===== config.mk =====
export PLATFORM = sky130hd
export DESIGN_NAME = mpo_quant
export DESIGN_NICKNAME = d
export VERILOG_FILES = /design/src/rtl/mpo_pkg.sv /design/src/rtl/mpo_quant.sv
export SDC_FILE = /design/constraint.sdc
export NUM_CORES = 2
export LEC_CHECK = 0
export BUFFER_PORTS_ARGS = -buffer_cell sky130_fd_sc_hd__buf_2
export CAP_MARGIN = 40
export CORE_ASPECT_RATIO = 0.7
export CORE_MARGIN = 2
export CORE_UTILIZATION = 60
export DETAILED_ROUTE_END_ITERATION = 10
export MAX_ROUTING_LAYER = met4
export PLACE_DENSITY = 0.8
export RECOVER_POWER = 25
export SYNTH_ARGS = -nofsm -noshare
export SYNTH_HDL_FRONTEND = slang
export SYNTH_SLANG_ARGS = --single-unit
export TNS_END_PERCENT = 30

===== constraint.sdc =====
create_clock -name clk -period 11.2 [get_ports clk]
set_input_delay 2.24 -clock clk [delete_from_list [all_inputs] [get_ports clk]]
set_output_delay 2.24 -clock clk [all_outputs]
set_load 0.01 [all_outputs]

===== src/rtl/mpo_pkg.sv =====
// ----------------------------------------------------------------------------
// mpo_pkg: shared types and helpers for the Morton point ordering block
// Constants, sequencer states, the quantizer status bundle and bit interleave.
// ----------------------------------------------------------------------------
package mpo_pkg;

	localparam int MAX_POINTS_DEF = 1024;
	localparam int AXIS_BITS_DEF  = 21;
	localparam int AXIS_MAX_BITS  = 21;
	localparam int CODE_W         = 63;
	localparam int NODE_W         = 10;
	localparam int COORD_W        = 32;

	localparam logic OP_LOAD = 1'b0;
	localparam logic OP_READ = 1'b1;

	typedef enum logic [3:0] {
		ST_IDLE,
		ST_RDPT,
		ST_QST,
		ST_DIV,
		ST_CODE,
		ST_RDO,
		ST_RDC,
		ST_CMP,
		ST_INS,
		ST_R_ORD,
		ST_R_CODE,
		ST_R_OUT
	} state_t;

	typedef struct packed {
		logic busy;
		logic done;
	} quant_stat_t;

	function automatic logic [CODE_W-1:0] interleave(
		input logic [AXIS_MAX_BITS-1:0] qx,
		input logic [AXIS_MAX_BITS-1:0] qy,
		input logic [AXIS_MAX_BITS-1:0] qz
	);
		logic [CODE_W-1:0] c;
		c = '0;
		for (int b = 0; b < AXIS_MAX_BITS; b++) begin
			c[3*b]     = qx[b];
			c[3*b + 1] = qy[b];
			c[3*b + 2] = qz[b];
		end
		return c;
	endfunction

endpackage


===== src/rtl/mpo_quant.sv =====
// ----------------------------------------------------------------------------
// mpo_quant: three-axis quantizer
// round((v-lo)*M/span) half up, as (2*off*M+span)/(2*span) by restoring
// division, one quotient bit per cycle and axis.
// ----------------------------------------------------------------------------
module mpo_quant #(
	parameter int AXIS_BITS = mpo_pkg::AXIS_BITS_DEF
) (
	input  logic                                     clk,
	input  logic                                     arst_n,
	input  logic                                     start,
	input  logic [2:0][mpo_pkg::COORD_W-1:0]         v,
	input  logic [2:0][mpo_pkg::COORD_W-1:0]         lo,
	input  logic [2:0][mpo_pkg::COORD_W-1:0]         hi,
	output logic [2:0][AXIS_BITS-1:0]                q,
	output mpo_pkg::quant_stat_t                     stat
);

	localparam int NW = 34 + AXIS_BITS;
	localparam int RW = 35;
	localparam int CW = $clog2(AXIS_BITS + 1);
	localparam logic [AXIS_BITS-1:0] AXIS_MAX = '1;

	logic [2:0][31:0]      off_q, span_q;
	logic [2:0]            zero_q;
	logic [2:0][NW-1:0]    num_q;
	logic [2:0][RW-1:0]    rem_q;
	logic [2:0][32:0]      dvs_q;
	logic                  busy_q, mul_q, done_q;
	logic [CW-1:0]         cnt_q;

	always_ff @(posedge clk or negedge arst_n) begin
		if (!arst_n) begin
			busy_q <= 1'b0;
			mul_q  <= 1'b0;
			done_q <= 1'b0;
			cnt_q  <= '0;
		end else begin
			done_q <= 1'b0;
			if (start) begin
				busy_q <= 1'b1;
				mul_q  <= 1'b1;
			end else if (mul_q) begin
				mul_q <= 1'b0;
				cnt_q <= CW'(AXIS_BITS);
			end else if (busy_q) begin
				cnt_q <= cnt_q - 1'b1;
				if (cnt_q == CW'(1)) begin
					busy_q <= 1'b0;
					done_q <= 1'b1;
				end
			end
		end
	end

	for (genvar a = 0; a < 3; a++) begin : g_axis
		logic signed [32:0] d_span, d_off;
		logic [RW-1:0]      trial;
		logic [NW-1:0]      prod;

		assign d_span = {hi[a][31], hi[a]} - {lo[a][31], lo[a]};
		assign d_off  = {v[a][31], v[a]} - {lo[a][31], lo[a]};
		assign prod   = NW'({off_q[a], 1'b0}) * NW'(AXIS_MAX) + NW'(span_q[a]);
		assign trial  = {rem_q[a][RW-2:0], num_q[a][AXIS_BITS-1]};

		always_ff @(posedge clk) begin
			if (start) begin
				span_q[a] <= d_span[31:0];
				zero_q[a] <= (d_span == '0);
				if (d_off[32]) begin
					off_q[a] <= '0;
				end else if (d_off > d_span) begin
					off_q[a] <= d_span[31:0];
				end else begin
					off_q[a] <= d_off[31:0];
				end
			end else if (mul_q) begin
				// low dividend bits stay at the bottom and shift up into the trial bit
				num_q[a] <= prod;
				rem_q[a] <= RW'(prod[NW-1:AXIS_BITS]);
				dvs_q[a] <= {span_q[a], 1'b0};
			end else if (busy_q) begin
				num_q[a] <= num_q[a] << 1;
				// zero span: every quotient bit is 0
				if (!zero_q[a] && trial >= RW'(dvs_q[a])) begin
					rem_q[a] <= trial - RW'(dvs_q[a]);
					q[a]     <= {q[a][AXIS_BITS-2 >= 0 ? AXIS_BITS-2 : 0:0], 1'b1} & AXIS_MAX;
				end else begin
					rem_q[a] <= trial;
					q[a]     <= {q[a][AXIS_BITS-2 >= 0 ? AXIS_BITS-2 : 0:0], 1'b0} & AXIS_MAX;
				end
			end else if (done_q && zero_q[a]) begin
				q[a] <= '0;
			end
		end
	end

	assign stat.busy = busy_q | done_q;
	assign stat.done = done_q;

endmodule

==> impl_metrics.tcl <==
set metrics [dict create \
    final-hold-violation-count 0 \
    cts.root.buffer_cell "sky130_fd_sc_hd__clkbuf_16" \
    cts.repair.resized 0 \
    flops_latches_synth 527 \
    drc_errors 0 \
    postSynthNetCount 10500 \
    grt_busiest_layer "met1" \
    grt_pass1_vias 61900 \
    max_capacitance_violation_count 8 \
    port_buffers 355 \
    r2r_start "off_q[34]$_SDFFCE_PN0P_" \
    post_synth_instance_area_um2 79900 \
    tritoncts "yes" \
    initial_antenna_violation_count 14 \
    grt_pass1_wl_mm 360 \
    cts_post_setup_buffers_inserted 0 \
    synth.largest_area_cell "sky130_fd_sc_hd__fa_1" \
    worstHoldPathType "reg2reg" \
    routed_via_count 63000 \
    tns_ps 0 \
    yosysTopAreaCellShare_pct 24.4 \
    crit_path_max_incr_delay_ps 660 \
    setup_repair_after_global_routing_missed_its_margin "false" \
    synth_ff_type "sky130_fd_sc_hd__edfxtp_1" \
    vias_per_cell 6.05 \
    final_core_utilization_pct 64.7 \
    wl_per_cell_um 22.6 \
    design.core.area_um2 133000 \
    final_layout_size_suffix_gt1_share_pct 7.42 \
    timing.hold.worst_path_depth 0 \
    h-tree-depth 2 \
    timing.slew.headroom_pct -134 \
    result_of_the_run "finished with violations" \
    worstPathArrival_ps 10310 \
    worst_skew_pair.late_latency_ps 710 \
    tritoncts.num_buffers 60 \
    synthesized_area_divided_by_synthesized_cell_count_um2 9.63 \
    cp_max_fo 7 \
    type_of_the_worst_setup_path "reg2reg" \
    critical_path.slowest_cell "sky130_fd_sc_hd__a211oi_1" \
    cts_hold_repair.buffers 0 \
    ys_types 110 \
    number_of_cells_on_the_worst_reg_to_reg_path 30 \
    grt_start_max_net_pins 152 \
    synthesis.instances 8301 \
    post_synth_main_area_contributors "sky130_fd_sc_hd__fa_1, sky130_fd_sc_hd__edfxtp_1, sky130_fd_sc_hd__ha_1, sky130_fd_sc_hd__inv_1, sky130_fd_sc_hd__xnor2_1" \
    clk_transition_reported_paths_ps 80 \
    groute.usage.overall_pct 35.5 \
    die-height_um 309 \
    period_needed_ps 9950 \
    synthesis.yosys.warnings 0 \
    grt_overflow_total 0 \
    worst_hold_startpoint "span_q[48]$_DFFE_PP_" \
    p_r_area_growth_vs_syn_pct 7.43 \
    placed_area_um2 83700 \
    cp.required_ps 11560 \
    initial_utilization_pct 60.2 \
    worst-slew-pin-transition_ps 3510 \
    timing.final.crit_share_pct 88.9 \
    worst_path_most_repeated_cell "sky130_fd_sc_hd__fa_1" \
    dp_hpwl_mm 202 \
    max_freq_ghz 0.100 \
    whs_endpoint "dvs_q[50]$_DFFE_PP_" \
    violations_in_the_final_reports "capacitance limit, slew limit" \
    design_area_um2 85900 \
    cts_max_path_buffers 3 \
    async_reset_ff_share_pct 1.52 \
    critPathLaunchType "flip-flop" \
    routability_congestion 1.05 \
    endpoint_kind "flip-flop" \
    r2r_setup_slk_ps 1250 \
    floorplan.io_pins 356 \
    die_width_um 440 \
    finalWirelength_mm 235 \
    final_number_of_setup_violating_endpoints 0 \
    drt_pre_antenna_iters 6 \
    drv_slew 420 \
    clock-skew-final_ps 24.8 \
    nets 10800 \
    synth_edf_count 519 \
    die_area_um2 136000 \
    reg2reg_to "g_axis[1].trial[33]$_DFFE_PP_" \
    grt_use_met2_pct 48.8 \
    num_rows 112 \
    grtUsageMet1_pct 53.1 \
    drtAntennaViolNets 0 \
    met3_usage_pct 9.48 \
    dr.first_iter.drc_count 6114 \
    clk_sink_count 527 \
    synth-seq-area-share_pct 19.7 \
]
[sequential cells by signal, indices dropped and copies added (netlist names)]
| register | count |
|---|---|
| busy_q | 1 |
| cnt_q | 5 |
| done_q | 1 |
| dvs_q | 96 |
| g_axis.trial | 105 |
| mul_q | 1 |
| num_q | 60 |
| off_q | 96 |
| q | 63 |
| span_q | 96 |
| zero_q | 3 |
[worst max-delay path by stage]
stage                                               end  depth (start not counted)  slack, ps                     from
after floorplan           g_axis[0].trial[33]$_DFFE_PP_                         32       2720   off_q[8]$_SDFFCE_PN0P_
after global placement    g_axis[1].trial[33]$_DFFE_PP_                         27       1750  off_q[42]$_SDFFCE_PN0P_
after detailed placement  g_axis[1].trial[33]$_DFFE_PP_                         27       1540  off_q[42]$_SDFFCE_PN0P_
after CTS                 g_axis[1].trial[33]$_DFFE_PP_                         27       1500  off_q[42]$_SDFFCE_PN0P_
after global routing      g_axis[1].trial[33]$_DFFE_PP_                         30        890  off_q[34]$_SDFFCE_PN0P_
final                     g_axis[1].trial[33]$_DFFE_PP_                         30       1250  off_q[34]$_SDFFCE_PN0P_
[critical path, delay by kind of cell, from the launching register on]
kind            cells  cell delay (ps)
simple gates        3              930
fa+ha+maj           9             3840
flops               1              470
xor+xnor            3              490
compound gates     12             3600
buf+inv             3              260
[metrics by stage]
| step | worst slack [ps] | hold WS, ps | instances |
|---|---|---|---|
| finish | 1250 | 483 | 10400 |
| global route | 886 | 487 | 10400 |
| CTS | 1500 | 481 | 10400 |
| detailed placement | 1540 | 466 | 10300 |
| global placement | 1750 | 458 | 10300 |
| floorplan | 2720 | 418 | 8301 |
[cells by family (layout without fill, tap and decap cells)]
family | count (synthesis) | after routing | synth area share, %
multiplexers | 157 | 157 | 2.06
flip-flops | 527 | 527 | 19.7
other | 0 | 11 | 0
XOR/XNOR | 542 | 542 | 5.98
adder cells (fa/ha/maj) | 1901 | 1901 | 38.9
AO/OA/AOI/OAI | 1874 | 1874 | 15.3
AND/OR/NAND/NOR | 1610 | 1610 | 10.1
buffers and inverters | 1690 | 2038 | 7.99
[synthesized netlist by cell type, drive strengths merged (14+ instances only)]
library cell  instances
o31a                 20
or3                  33
xnor2               354
nand2b               65
nand3               128
edfxtp              519
mux2                 60
and3                 68
fa                  975
a221oi               14
and2                101
a21oi               589
or2                  30
a211oi              112
o21a                 91
inv                1533
nor4                 28
nor2b                84
o211ai               50
buf                  37
o21bai               81
ha                  926
o31ai                26
a31oi                64
nand4               100
o21ai               322
a21o                298
and4                 16
a211o                18
nor2                476
nor3                111
xor2                188
a311oi               17
a21boi               21
clkbuf              120
mux2i                97
nand2               315
[layer usage]
| metal | share of wire (%) | up-vias |
|---|---|---|
| li1 | - | 28900 |
| met2 | 41 | 2787 |
| met4 | 1.7 | 0 |
| met5 | 0 | - |
| met1 | 46 | 31100 |
| met3 | 11 | 237 |
[layout by cell type, fill, tap and decap left out, types with 31 or more instances in the layout]
cell / netlist / final
sky130_fd_sc_hd__o21ai_1: 32 / 31
sky130_fd_sc_hd__nand3_1: 127 / 127
sky130_fd_sc_hd__ha_1: 926 / 926
sky130_fd_sc_hd__inv_1: 1532 / 1531
sky130_fd_sc_hd__a211oi_1: 106 / 105
sky130_fd_sc_hd__nand2_1: 315 / 314
sky130_fd_sc_hd__o211ai_1: 49 / 49
sky130_fd_sc_hd__nand4_1: 99 / 99
sky130_fd_sc_hd__clkbuf_16: 0 / 60
sky130_fd_sc_hd__nand2b_1: 65 / 65
sky130_fd_sc_hd__edfxtp_1: 519 / 519
sky130_fd_sc_hd__mux2_2: 60 / 60
sky130_fd_sc_hd__and2_0: 0 / 39
sky130_fd_sc_hd__and2_1: 101 / 62
sky130_fd_sc_hd__and3_1: 66 / 66
sky130_fd_sc_hd__o21a_1: 91 / 91
sky130_fd_sc_hd__xnor2_1: 352 / 352
sky130_fd_sc_hd__a31oi_1: 62 / 59
sky130_fd_sc_hd__fa_1: 975 / 975
sky130_fd_sc_hd__xor2_1: 187 / 187
sky130_fd_sc_hd__o21ai_0: 285 / 285
sky130_fd_sc_hd__nor3_1: 109 / 109
sky130_fd_sc_hd__a21o_1: 298 / 298
sky130_fd_sc_hd__buf_2: 29 / 354
sky130_fd_sc_hd__or3_1: 33 / 33
sky130_fd_sc_hd__nor2_1: 476 / 476
sky130_fd_sc_hd__o21bai_1: 81 / 81
sky130_fd_sc_hd__a21oi_1: 587 / 587
sky130_fd_sc_hd__mux2i_1: 97 / 97
sky130_fd_sc_hd__nor2b_1: 84 / 84
[final cells by class]
class                   instances  area [µm²]
diodes                         11        27.5
repair buffers                392        2040
inverters                    1533        5760
clock inverters                44         621
clock buffers                  69        1580
fillers                     10900       46800
multi-input cells            6084       57900
flip-flops and latches        527       15800
well taps                    1767        2210
Power is left out: the tool's default activity adds up to more than one toggle a clock period on the data nets, which glitch-free logic cannot reach.
